<file path="src/rtl/tks_pkg.sv">
// Shared constants and types for the thresholded top-k selector.
`default_nettype none

package tks_pkg;

   localparam int SCORE_W       = 16;
   localparam int CLASS_INDEX_W = 10;
   localparam int TOP_COUNT_W   = 4;
   localparam int CSR_INDEX_W   = 1;
   localparam int CSR_DATA_W    = 16;

   localparam int MAX_KEPT_DEF    = 8;
   localparam int MAX_CLASSES_DEF = 1024;

   localparam logic [CSR_INDEX_W-1:0] CSR_SCORE_THRESHOLD = 1'd0;
   localparam logic [CSR_INDEX_W-1:0] CSR_TOP_COUNT       = 1'd1;

   localparam logic [SCORE_W-1:0]     SCORE_THRESHOLD_RESET = '0;
   localparam logic [TOP_COUNT_W-1:0] TOP_COUNT_RESET       = 4'd5;

   typedef struct packed {
      logic step;
      logic last;
   } step_ctrl_type;

endpackage

`default_nettype wire

</file>
<file path="src/rtl/tks_if.sv">
// Valid/ready channel interfaces for score input and selection results.
`default_nettype none

interface tks_req_if;
   logic                         valid;
   logic                         ready;
   logic [tks_pkg::SCORE_W-1:0]  score;
   logic                         last_score;

   modport source (output valid, score, last_score, input ready);
   modport sink   (input valid, score, last_score, output ready);
endinterface

interface tks_rsp_if;
   logic                              valid;
   logic                              ready;
   logic [tks_pkg::CLASS_INDEX_W-1:0] class_index;
   logic [tks_pkg::SCORE_W-1:0]       class_score;
   logic                              found;
   logic                              overflow;
   logic                              last_result;

   modport source (output valid, class_index, class_score, found, overflow, last_result,
                   input ready);
   modport sink   (input valid, class_index, class_score, found, overflow, last_result,
                   output ready);
endinterface

`default_nettype wire

</file>
<file path="src/rtl/tks_index.sv">
// Position counter: numbers scores within a vector and flags index overflow.
`default_nettype none

module tks_index #(
   parameter int MAX_CLASSES = tks_pkg::MAX_CLASSES_DEF,
   localparam int IW = (MAX_CLASSES > 1) ? $clog2(MAX_CLASSES) : 1
) (
   input  wire logic                   clock,
   input  wire logic                   reset,
   input  wire tks_pkg::step_ctrl_type ctrl,
   output logic [IW-1:0]               item_index,
   output logic                        item_overflow
);

   localparam logic [IW-1:0] LAST_INDEX = IW'(MAX_CLASSES - 1);

   logic [IW-1:0] position_ff, position_in;
   logic          used_ff, used_in;
   logic          overflowed_ff, overflowed_in;

   assign item_index    = used_ff ? LAST_INDEX : position_ff;
   assign item_overflow = overflowed_ff | used_ff;

   always_comb begin
      position_in   = position_ff;
      used_in       = used_ff;
      overflowed_in = overflowed_ff;
      if (ctrl.step && ctrl.last) begin
         position_in   = '0;
         used_in       = 1'b0;
         overflowed_in = 1'b0;
      end else if (ctrl.step) begin
         if (used_ff) begin
            overflowed_in = 1'b1;
         end else if (position_ff == LAST_INDEX) begin
            used_in = 1'b1;
         end else begin
            position_in = position_ff + IW'(1);
         end
      end
   end

   always_ff @(posedge clock) begin
      if (reset) begin
         position_ff   <= '0;
         used_ff       <= 1'b0;
         overflowed_ff <= 1'b0;
      end else begin
         position_ff   <= position_in;
         used_ff       <= used_in;
         overflowed_ff <= overflowed_in;
      end
   end

endmodule

`default_nettype wire

</file>
<file path="src/rtl/tks_list.sv">
// Sorted kept list: parallel compare, insert and evict of one pair per cycle.
`default_nettype none

module tks_list #(
   parameter int MAX_KEPT = tks_pkg::MAX_KEPT_DEF,
   parameter int IW       = 10,
   localparam int CW = $clog2(MAX_KEPT + 1)
) (
   input  wire logic                                      clock,
   input  wire logic                                      reset,
   input  wire tks_pkg::step_ctrl_type                    ctrl,
   input  wire logic [tks_pkg::SCORE_W-1:0]               score,
   input  wire logic [IW-1:0]                             item_index,
   input  wire logic [tks_pkg::SCORE_W-1:0]               score_threshold,
   input  wire logic [tks_pkg::TOP_COUNT_W-1:0]           top_count,
   output logic [MAX_KEPT-1:0][tks_pkg::SCORE_W-1:0]      next_scores,
   output logic [MAX_KEPT-1:0][IW-1:0]                    next_indices,
   output logic [CW-1:0]                                  next_count
);

   localparam int CAP_W = (CW > tks_pkg::TOP_COUNT_W) ? CW : tks_pkg::TOP_COUNT_W;

   logic [MAX_KEPT-1:0][tks_pkg::SCORE_W-1:0] scores_ff, scores_in;
   logic [MAX_KEPT-1:0][IW-1:0]               indices_ff, indices_in;
   logic [CW-1:0]                             count_ff, count_in;

   logic [MAX_KEPT:0]                         ge;
   logic [MAX_KEPT:0][tks_pkg::SCORE_W-1:0]   ext_scores;
   logic [MAX_KEPT:0][IW-1:0]                 ext_indices;
   logic [CAP_W-1:0]                          top_ext, cap;
   logic [CAP_W:0]                            count_plus;
   logic                                      pass, drop;

   // rank the new pair against each valid kept pair
   always_comb begin
      ge = '0;
      for (int k = 0; k < MAX_KEPT; k++) begin
         ge[k] = (CW'(k) < count_ff) &&
                 ((score > scores_ff[k]) ||
                  ((score == scores_ff[k]) && (item_index >= indices_ff[k])));
      end
   end

   // list with the new pair slotted in, one entry longer
   always_comb begin
      ext_scores[0]  = ge[0] ? scores_ff[0]  : score;
      ext_indices[0] = ge[0] ? indices_ff[0] : item_index;
      for (int j = 1; j <= MAX_KEPT; j++) begin
         if (j < MAX_KEPT && ge[j]) begin
            ext_scores[j]  = scores_ff[j % MAX_KEPT];
            ext_indices[j] = indices_ff[j % MAX_KEPT];
         end else if (ge[j-1]) begin
            ext_scores[j]  = score;
            ext_indices[j] = item_index;
         end else begin
            ext_scores[j]  = scores_ff[j-1];
            ext_indices[j] = indices_ff[j-1];
         end
      end
   end

   assign top_ext    = CAP_W'(top_count);
   assign cap        = (top_ext > CAP_W'(MAX_KEPT)) ? CAP_W'(MAX_KEPT) : top_ext;
   assign count_plus = (CAP_W + 1)'(count_ff) + (CAP_W + 1)'(1);
   assign pass       = score >= score_threshold;
   assign drop       = (count_ff == CW'(MAX_KEPT)) || (count_plus > {1'b0, cap});

   always_comb begin
      next_scores  = scores_ff;
      next_indices = indices_ff;
      next_count   = count_ff;
      if (pass) begin
         for (int j = 0; j < MAX_KEPT; j++) begin
            next_scores[j]  = drop ? ext_scores[j+1]  : ext_scores[j];
            next_indices[j] = drop ? ext_indices[j+1] : ext_indices[j];
         end
         next_count = drop ? count_ff : count_ff + CW'(1);
      end
   end

   always_comb begin
      scores_in  = scores_ff;
      indices_in = indices_ff;
      count_in   = count_ff;
      if (ctrl.step && ctrl.last) begin
         count_in = '0;
      end else if (ctrl.step) begin
         scores_in  = next_scores;
         indices_in = next_indices;
         count_in   = next_count;
      end
   end

   always_ff @(posedge clock) begin
      if (reset) begin
         count_ff <= '0;
      end else begin
         count_ff <= count_in;
      end
   end

   always_ff @(posedge clock) begin
      scores_ff  <= scores_in;
      indices_ff <= indices_in;
   end

endmodule

`default_nettype wire

</file>
<file path="src/rtl/tks_drain.sv">
// Result buffer: holds a finished list and emits it highest entry first.
`default_nettype none

module tks_drain #(
   parameter int MAX_KEPT = tks_pkg::MAX_KEPT_DEF,
   parameter int IW       = 10,
   localparam int CW = $clog2(MAX_KEPT + 1),
   localparam int KW = (MAX_KEPT > 1) ? $clog2(MAX_KEPT) : 1
) (
   input  wire logic                                   clock,
   input  wire logic                                   reset,
   input  wire logic                                   load,
   input  wire logic [MAX_KEPT-1:0][tks_pkg::SCORE_W-1:0] load_scores,
   input  wire logic [MAX_KEPT-1:0][IW-1:0]            load_indices,
   input  wire logic [CW-1:0]                          load_count,
   input  wire logic                                   load_overflow,
   output logic                                        load_free,
   tks_rsp_if.source                                   rsp_ch
);

   logic [MAX_KEPT-1:0][tks_pkg::SCORE_W-1:0] hold_scores_ff, hold_scores_in;
   logic [MAX_KEPT-1:0][IW-1:0]               hold_indices_ff, hold_indices_in;
   logic                                      hold_overflow_ff, hold_overflow_in;
   logic [CW-1:0]                             remain_ff, remain_in;
   logic                                      busy_ff, busy_in;

   logic [KW-1:0] rd_sel;
   logic          found, final_result, pop;

   assign found        = remain_ff != '0;
   assign final_result = remain_ff <= CW'(1);
   assign rd_sel       = KW'(remain_ff - CW'(1));
   assign pop          = busy_ff && rsp_ch.ready;
   assign load_free    = !busy_ff || (pop && final_result);

   assign rsp_ch.valid       = busy_ff;
   assign rsp_ch.found       = found;
   assign rsp_ch.class_score = found ? hold_scores_ff[rd_sel] : '0;
   assign rsp_ch.class_index = found ? tks_pkg::CLASS_INDEX_W'(hold_indices_ff[rd_sel]) : '0;
   assign rsp_ch.overflow    = hold_overflow_ff;
   assign rsp_ch.last_result = final_result;

   always_comb begin
      busy_in          = busy_ff;
      remain_in        = remain_ff;
      hold_scores_in   = hold_scores_ff;
      hold_indices_in  = hold_indices_ff;
      hold_overflow_in = hold_overflow_ff;
      if (load) begin
         busy_in          = 1'b1;
         remain_in        = load_count;
         hold_scores_in   = load_scores;
         hold_indices_in  = load_indices;
         hold_overflow_in = load_overflow;
      end else if (pop) begin
         if (final_result) begin
            busy_in = 1'b0;
         end else begin
            remain_in = remain_ff - CW'(1);
         end
      end
   end

   always_ff @(posedge clock) begin
      if (reset) begin
         busy_ff   <= 1'b0;
         remain_ff <= '0;
      end else begin
         busy_ff   <= busy_in;
         remain_ff <= remain_in;
      end
   end

   always_ff @(posedge clock) begin
      hold_scores_ff   <= hold_scores_in;
      hold_indices_ff  <= hold_indices_in;
      hold_overflow_ff <= hold_overflow_in;
   end

endmodule

`default_nettype wire

</file>
<file path="src/rtl/thresholded_top_k_select.sv">
// Top level of the thresholded top-k selector.
//
// Scores arrive on req_ch, one per transaction, numbered from 0 within a vector;
// last_score closes the vector. Each accepted score is compared against the kept
// list in the same cycle, so a score can be taken on every clock while req_ch.ready is high.
// When the closing score is accepted, the finished list moves into the result
// buffer and the list clears; the next vector may start on the following cycle.
// Results appear on rsp_ch from the cycle after the closing score, one per cycle
// while rsp_ch.ready is high: the kept entries from best to worst, or a single
// result with found low when nothing passed the threshold.
// A run of results drains while the next vector streams in.
// A stalled receiver only holds back the next closing score: req_ch.ready drops
// for a last_score transaction until the buffered run has fully drained.
// csr_we writes score_threshold (index 0) or top_count (index 1); write only
// while idle.
// Synchronous reset clears the list, position counter and result buffer and
// restores the register defaults.
`default_nettype none

module thresholded_top_k_select #(
   parameter int MAX_KEPT    = tks_pkg::MAX_KEPT_DEF,
   parameter int MAX_CLASSES = tks_pkg::MAX_CLASSES_DEF
) (
   input  wire logic                             clock,
   input  wire logic                             reset,
   tks_req_if.sink                               req_ch,
   tks_rsp_if.source                             rsp_ch,
   input  wire logic                             csr_we,
   input  wire logic [tks_pkg::CSR_INDEX_W-1:0]  csr_index,
   input  wire logic [tks_pkg::CSR_DATA_W-1:0]   csr_wdata
);

   localparam int IW = (MAX_CLASSES > 1) ? $clog2(MAX_CLASSES) : 1;
   localparam int CW = $clog2(MAX_KEPT + 1);

   logic [tks_pkg::SCORE_W-1:0]     score_threshold_ff, score_threshold_in;
   logic [tks_pkg::TOP_COUNT_W-1:0] top_count_ff, top_count_in;

   tks_pkg::step_ctrl_type                    ctrl;
   logic [IW-1:0]                             item_index;
   logic                                      item_overflow;
   logic [MAX_KEPT-1:0][tks_pkg::SCORE_W-1:0] next_scores;
   logic [MAX_KEPT-1:0][IW-1:0]               next_indices;
   logic [CW-1:0]                             next_count;
   logic                                      load_free;

   assign req_ch.ready = !req_ch.last_score || load_free;
   assign ctrl.step    = req_ch.valid && req_ch.ready;
   assign ctrl.last    = req_ch.last_score;

   always_comb begin
      score_threshold_in = score_threshold_ff;
      top_count_in       = top_count_ff;
      if (csr_we) begin
         case (csr_index)
            tks_pkg::CSR_SCORE_THRESHOLD: begin
               score_threshold_in = csr_wdata[tks_pkg::SCORE_W-1:0];
            end
            tks_pkg::CSR_TOP_COUNT: begin
               top_count_in = csr_wdata[tks_pkg::TOP_COUNT_W-1:0];
            end
            default: begin
            end
         endcase
      end
   end

   always_ff @(posedge clock) begin
      if (reset) begin
         score_threshold_ff <= tks_pkg::SCORE_THRESHOLD_RESET;
         top_count_ff       <= tks_pkg::TOP_COUNT_RESET;
      end else begin
         score_threshold_ff <= score_threshold_in;
         top_count_ff       <= top_count_in;
      end
   end

   tks_index #(
      .MAX_CLASSES (MAX_CLASSES)
   ) u_index (
      .clock         (clock),
      .reset         (reset),
      .ctrl          (ctrl),
      .item_index    (item_index),
      .item_overflow (item_overflow)
   );

   tks_list #(
      .MAX_KEPT (MAX_KEPT),
      .IW       (IW)
   ) u_list (
      .clock           (clock),
      .reset           (reset),
      .ctrl            (ctrl),
      .score           (req_ch.score),
      .item_index      (item_index),
      .score_threshold (score_threshold_ff),
      .top_count       (top_count_ff),
      .next_scores     (next_scores),
      .next_indices    (next_indices),
      .next_count      (next_count)
   );

   tks_drain #(
      .MAX_KEPT (MAX_KEPT),
      .IW       (IW)
   ) u_drain (
      .clock         (clock),
      .reset         (reset),
      .load          (ctrl.step && ctrl.last),
      .load_scores   (next_scores),
      .load_indices  (next_indices),
      .load_count    (next_count),
      .load_overflow (item_overflow),
      .load_free     (load_free),
      .rsp_ch        (rsp_ch)
   );

endmodule

`default_nettype wire
</file>
<file path="src/flat_wrapper.sv">
// flat-port wrapper written by rule: the top's interface ports become plain ports
module thresholded_top_k_select_flat 
#(
   parameter int MAX_KEPT    = tks_pkg::MAX_KEPT_DEF,
   parameter int MAX_CLASSES = tks_pkg::MAX_CLASSES_DEF
)
  (clock, reset, csr_we, csr_index, csr_wdata, req_ch_valid, req_ch_score, req_ch_last_score, req_ch_ready, rsp_ch_valid, rsp_ch_class_index, rsp_ch_class_score, rsp_ch_found, rsp_ch_overflow, rsp_ch_last_result, rsp_ch_ready);
  tks_req_if req_ch_i ();
  tks_rsp_if rsp_ch_i ();
  input  wire logic clock;
  input  wire logic reset;
  input  wire logic csr_we;
  input  wire logic [tks_pkg::CSR_INDEX_W-1:0] csr_index;
  input  wire logic [tks_pkg::CSR_DATA_W-1:0] csr_wdata;
  input wire logic [$bits(req_ch_i.valid)-1:0] req_ch_valid;
  input wire logic [$bits(req_ch_i.score)-1:0] req_ch_score;
  input wire logic [$bits(req_ch_i.last_score)-1:0] req_ch_last_score;
  output wire logic [$bits(req_ch_i.ready)-1:0] req_ch_ready;
  output wire logic [$bits(rsp_ch_i.valid)-1:0] rsp_ch_valid;
  output wire logic [$bits(rsp_ch_i.class_index)-1:0] rsp_ch_class_index;
  output wire logic [$bits(rsp_ch_i.class_score)-1:0] rsp_ch_class_score;
  output wire logic [$bits(rsp_ch_i.found)-1:0] rsp_ch_found;
  output wire logic [$bits(rsp_ch_i.overflow)-1:0] rsp_ch_overflow;
  output wire logic [$bits(rsp_ch_i.last_result)-1:0] rsp_ch_last_result;
  input wire logic [$bits(rsp_ch_i.ready)-1:0] rsp_ch_ready;
  assign req_ch_i.valid = req_ch_valid;
  assign req_ch_i.score = req_ch_score;
  assign req_ch_i.last_score = req_ch_last_score;
  assign req_ch_ready = req_ch_i.ready;
  assign rsp_ch_valid = rsp_ch_i.valid;
  assign rsp_ch_class_index = rsp_ch_i.class_index;
  assign rsp_ch_class_score = rsp_ch_i.class_score;
  assign rsp_ch_found = rsp_ch_i.found;
  assign rsp_ch_overflow = rsp_ch_i.overflow;
  assign rsp_ch_last_result = rsp_ch_i.last_result;
  assign rsp_ch_i.ready = rsp_ch_ready;
  thresholded_top_k_select #(.MAX_KEPT(MAX_KEPT), .MAX_CLASSES(MAX_CLASSES)) u_core (.clock(clock), .reset(reset), .req_ch(req_ch_i), .rsp_ch(rsp_ch_i), .csr_we(csr_we), .csr_index(csr_index), .csr_wdata(csr_wdata));
endmodule
</file>
<file path="config.mk">
export PLATFORM = sky130hd
export DESIGN_NAME = thresholded_top_k_select_flat
export DESIGN_NICKNAME = d
export VERILOG_FILES = /design/src/rtl/tks_pkg.sv /design/src/rtl/tks_if.sv /design/src/rtl/tks_index.sv /design/src/rtl/tks_list.sv /design/src/rtl/tks_drain.sv /design/src/rtl/thresholded_top_k_select.sv /design/src/flat_wrapper.sv
export SDC_FILE = /design/constraint.sdc
export NUM_CORES = 1
export LEC_CHECK = 0
export ABC_CLOCK_PERIOD_IN_PS = 10150
export BUFFER_PORTS_ARGS = -buffer_cell sky130_fd_sc_hd__buf_2
export CAP_MARGIN = 20
export CELL_PAD_IN_SITES_DETAIL_PLACEMENT = 1
export CELL_PAD_IN_SITES_GLOBAL_PLACEMENT = 2
export CORE_ASPECT_RATIO = 0.5
export CORE_UTILIZATION = 40
export DETAILED_ROUTE_END_ITERATION = 7
export GPL_ROUTABILITY_DRIVEN = 0
export HOLD_SLACK_MARGIN = 0.08
export PLACE_DENSITY = 0.84
export SKIP_CTS_REPAIR_TIMING = 1
export SYNTH_ARGS = -nofsm -noshare
export SYNTH_HDL_FRONTEND = slang
export SYNTH_HIERARCHICAL = 1
export SYNTH_SLANG_ARGS = --single-unit
</file>
<file path="constraint.sdc">
create_clock -name clock -period 10.15 [get_ports clock]
set_clock_uncertainty 0.2 [all_clocks]
set_input_delay 2.03 -clock clock [delete_from_list [all_inputs] [get_ports clock]]
set_output_delay 2.03 -clock clock [all_outputs]
set_load 0.05 [all_outputs]
</file>
# Word level (Yosys, flattened, before mapping)
# Index checks and enable logic that the tools add are counted.
classes:
  eq_ne: 11
  add_sub_neg: 4
  n_lt_le_gt_ge: 29
  bitwise_logic: 5
  n_reduce_logical: 44
  mux: 68
ops:
  columns: ["cell", "n"]
  rows:
  - ["2-to-1 mux 16 bit", 26]
  - ["2-to-1 mux 10 bit", 27]
  - ["equality test 16 bit", 8]
  - ["> comparator 16 bit", 8]
  - ["2-to-1 mux 128 bit", 1]
  - ["greater-or-equal comparator 10 bit", 8]
  - ["2-to-1 mux 80 bit", 1]
  - ["binary-select mux 16 bit (select 3 bit)", 1]
  - ["binary-select mux 10 bit (select 3 bit)", 1]
  - ["2-to-1 mux 4 bit", 6]
  - ["logical AND 1 bit", 20]
  - ["greater-or-equal comparator 16 bit", 1]
  - ["less-than comparator 3 x 4 -> 1 bit, first input constant", 4]
  - ["AND reduction 2 bit", 6]
  - ["logical OR 1 bit", 11]
  - ["adder 10 x 1 -> 10 bit, second input constant", 1]
  - ["equality test 10 bit, second input constant", 1]
  - ["less-than comparator 1 x 4 -> 1 bit, first input constant", 2]
  - ["less-than comparator 2 x 4 -> 1 bit, first input constant", 2]
  - ["adder 4 x 1 -> 5 bit, second input constant", 1]
  - ["> comparator 5 x 4 -> 1 bit", 1]
  - ["2-to-1 mux 1 bit", 5]
  - ["adder 4 x 1 -> 4 bit, second input constant", 1]
  - ["equality test 4 bit, second input constant", 1]
  - ["12 further kinds", 17]
word_totals:
  out_inout_bits: 31
  ff_bits: 458
  wordCells: 202
  in_bits: 39

# Depth between registers and ports, before layout
depth:
  ltp_word: 9
  ltp_mapped: 17
  mapped_depth_nobuf: 12

# By module
# Netlist, hierarchy kept.
by_module_without_submodules:
  columns: ["module", "seq_area_each_um2", "n_inst", "cells_each", "area_per_inst_um2"]
  rows:
  - ["tks_list", 6326.1, 1, 2252, 19999.2]
  - ["tks_drain", 6376.1, 1, 350, 8202.9]
  - ["thresholded_top_k_select", 400.4, 1, 88, 902.1]
  - ["tks_index", 240.2, 1, 78, 674.4]

# Worst setup path after synthesis
# OpenSTA, ideal clock, no wires.
synth_timing:
  path_type: "in2reg"
  start: "in rsp_ch_ready"
  end: "reg u_core.u_drain.remain_ff[2]"
  path_slack_ns: 1.364
  path_buffers: 0
  setup_time_ns: 0.095
  stages: 5
  t_required_ns: 9.855
  t_arrival_ns: 8.491
  cell_sequence: "inv_1 o41ai_1 and3_1 inv_1 a311oi_1"
synth_between:
  elab_chain_cells: 8
  elab_cells_between_ends: 10
  cone_classes: "1 x eq/ne; 1 x mux; 8 x reduce/logical"
synth_lines:
  columns: ["item", "line", "text"]
  rows:
  - ["start, declared", "flat_wrapper.sv:25", "input wire logic [$bits(rsp_ch_i.ready)-1:0] rsp_ch_ready;"]
  - ["logical AND 1 bit *", "tks_drain.sv:33", "assign pop = busy_ff && rsp_ch.ready;"]
  - ["logical AND 1 bit *", "tks_drain.sv:34", "assign load_free = !busy_ff || (pop && final_result);"]
  - ["logical OR 1 bit *", "tks_drain.sv:34", null]
  - ["named net u_core.load_free", "thresholded_top_k_select.sv:45", "logic load_free;"]
  - ["logical OR 1 bit *", "thresholded_top_k_select.sv:47", "assign req_ch.ready = !req_ch.last_score || load_free;"]
  - ["logical AND 1 bit *", "thresholded_top_k_select.sv:48", "assign ctrl.step = req_ch.valid && req_ch.ready;"]
  - ["logical AND 1 bit *", "thresholded_top_k_select.sv:110", ".load (ctrl.step && ctrl.last),"]
  - ["!= test 2 bit (no source line) or nonzero test 2 bit (tied branches)", null, null]
  - ["AND reduction 2 bit (no source line)", null, null]
  - ["end signal, assigned", "tks_drain.sv:70", "remain_ff <= remain_in;"]
  - ["end, declared", "tks_drain.sv:24", "logic [CW-1:0] remain_ff, remain_in;"]
# The timed path passes the listed nets; every way through them passes the cells marked *.
# A chain may end at the register's enable or synchronous reset.

==> flow_summary.ini <==
[status]
outcome = completed

[synthesis]
dominantRegCellSynth = edfxtp_1
yosys.cell_types.count = 89
synthesis.instances = 2768
async_flop_share_pct = 0
synth-edff-count = 417
syn_area_sq_um = 29800
synth.avg_cell_area_sq_um = 10.8
yosysSeqAreaShare_pct = 44.8
yosys_warnings = 6
ys_ff_latch = 458
syn_nets = 3040

[sta]
period_needed_ns = 6.40
worst_pin_slew_ns = 1.14
clock.fmax_mhz = 156
fin_tns_setup_ns = 0
setup_violations = 0
slew_headroom_pct = 24.2
rsz0062_at_grt = false
slew_viol_final = 0
timing.final.crit_share_pct = 63.0
hold_violations = 0

[worst_setup_path]
cp_max_fo = 27
cp-start-kind = primary input
r2r-end = u_core/u_list/scores_ff[127]
cp.required_ns = 10.39
rr_worst_depth = 12
arrival_ns = 6.64
path_class = primary input to flop
crit_path_end_kind = flop
reg2reg_from = u_core/u_list/count_ff[0]
ff2ff_setup_slack_ns = 4.70

[pwr]
p_per_area_nw_per_um2 = 167
ir_worst_vdd_v = 0.000110
p_leak_nw = 12.2

[clock_network]
cts.sinks = 458
cts_made_buffers = 47
clock-root-buffer = clkbuf_16
cts_tree = yes
clk_pin_slew_ns = 0.06
htree_levels = 2
clk_latency_ns = 0.61
clock_path_buffers = 3

[floorplanning]
start_util_pct = 40.6
ios = 70
die-area_sq_um = 75600
die_w_um = 388
core_area_sq_um = 73400
die_h_um = 195
rows = 70

[place]
dp_hpwl_mm = 70.3
portBuffers = 69
dp_cells = 3661

[hold_path]
min-delay-start = u_core/top_count_ff[0]
holdPathStages = 1
hold_end = u_core/top_count_ff[0]
min_path_type = flop to flop

[detailed_routing]
wl_per_cell_um = 27.5
drt-initial-drc-count = 2663
vias = 23800
drc = 0
firstDrtPassIters = 6
postRouteAntennaNets = 0
avgViaCountPerCell = 6.35
drt-total-wl_mm = 103

[run]
max-cap-violations = 0

[global_routing]
antenna_found_initial = 3
gr-total-overflow = 0
grt_pass1_wl_mm = 155
grt_usage_pct = 26.9
grt_max_degree = 159
grt_pass1_vias = 23900

[layout]
drive_gt1_share_pct = 14.8
layout.cells.non_filler = 3749
fillCellCount = 7910
fin_nets = 3012
areaGrowthSynthToFinish_pct = 8.92
cell usage after synthesis, drive strengths merged, types with 63 or more instances:
library cell,number,area [sq um]
inv,235,882
nand3,78,390
nand2b,63,394
edfxtp,417,12500
nor2,117,449
o21ai,229,1160
clkbuf,126,477
a21oi,175,902
ha,233,2920
nand2,140,538
mux2,117,1320
worst max path at each step:
stage | depth (start not counted) | endpoint | from | slack [ns]
global placement | 11 | u_core/u_drain/hold_scores_ff[124] | req_ch_score[0] | 3.38
CTS | 11 | u_core/u_drain/hold_scores_ff[127] | req_ch_score[0] | 3.87
floorplan | 5 | u_core/u_drain/remain_ff[2] | rsp_ch_ready | 1.36
finish | 11 | u_core/u_list/scores_ff[127] | req_ch_score[0] | 3.75
detailed placement | 11 | u_core/u_drain/hold_scores_ff[127] | req_ch_score[0] | 3.28
global route | 11 | u_core/u_drain/hold_scores_ff[127] | req_ch_score[0] | 3.63
flip-flops by register name (all words and copies together), names as in the netlist:
name                            count
u_core/u_index/used_ff              1
u_core/u_drain/hold_indices_ff     80
u_core/u_drain/remain_ff            4
u_core/u_index/position_ff         10
u_core/u_drain/rsp_ch.valid         1
u_core/u_list/indices_ff           80
u_core/u_drain/hold_scores_ff     128
u_core/u_drain/rsp_ch.overflow      1
u_core/u_list/scores_ff           128
u_core/top_count_ff                 4
u_core/u_index/overflowed_ff        1
u_core/score_threshold_ff          16
u_core/u_list/count_ff              4
layout by cell type, fill, tap and decap left out, drive strengths merged, types with 58 or more instances in the layout:
cell type | synthesis | layout
nand3 | 78 | 78
nand2b | 63 | 63
ha | 233 | 233
o211ai | 58 | 58
edfxtp | 417 | 417
inv | 235 | 235
nand2 | 140 | 140
mux2 | 117 | 117
buf | 62 | 110
a21oi | 175 | 175
nor2 | 117 | 117
clkbuf | 126 | 58
o21ai | 229 | 229
and2 | 62 | 62
final cells by class:
type,count,area (sq um),share of cell area [%]
Multi-Input combinational cell,1887,14800,45.6
Clock buffer,57,1260,3.87
Antenna cell,1,2.50,0.00772
Tap cell,972,1220,3.75
Inverter,235,890,2.74
Sequential cell,458,13300,41.2
Timing Repair Buffer,111,697,2.15
Clock inverter,28,230,0.710
logic make-up after synthesis:
kind of cell	synth area share, %
XOR/XNOR	0.231
buffers and inverters	5.89
flip-flops	44.8
adder cells (fa/ha/maj)	9.79
AO/OA/AOI/OAI	18.8
multiplexers	10.2
AND/OR/NAND/NOR	10.2
critical path: stages:
cell and delay [ns]:
buf_2 0.22, inv_1 0.33, ha_1 0.32, nor3b_1 0.13, o21ai_0 0.23, a211oi_1 0.15
o41a_2 0.41, nor2_2 0.82, nand2_2 0.73, nor2_4 0.91, a221o_1 0.33
metal layers:
metal | part of all wire, % | GRT usage, %
met4 | 2.0 | 6.41
met2 | 41 | 38.2
met3 | 11 | 7.32
met1 | 47 | 40.1
met5 | 0.013 | 0
stage by stage:
stage	util, %	total power, mW	hold WS (ns)	worst slack, ns	cell area, sq um
final	44.2	5.42	0.259	3.75	32400
after global routing	44.2	5.62	0.277	3.63	32400
after CTS	44.2	5.42	0.262	3.87	32400
after detailed placement	42.1	3.65	0.247	3.28	30900
after global placement	42.1	3.60	0.244	3.38	30900
after floorplan	-	3.22	0.227	1.36	29800
power breakdown:
part           switching, mW  internal [mW]  total, mW
clock                  0.788          0.978       1.77
combinational          0.821          0.416       1.24
sequential             0.116           2.30       2.42
(Power assumes the default switching activity.)
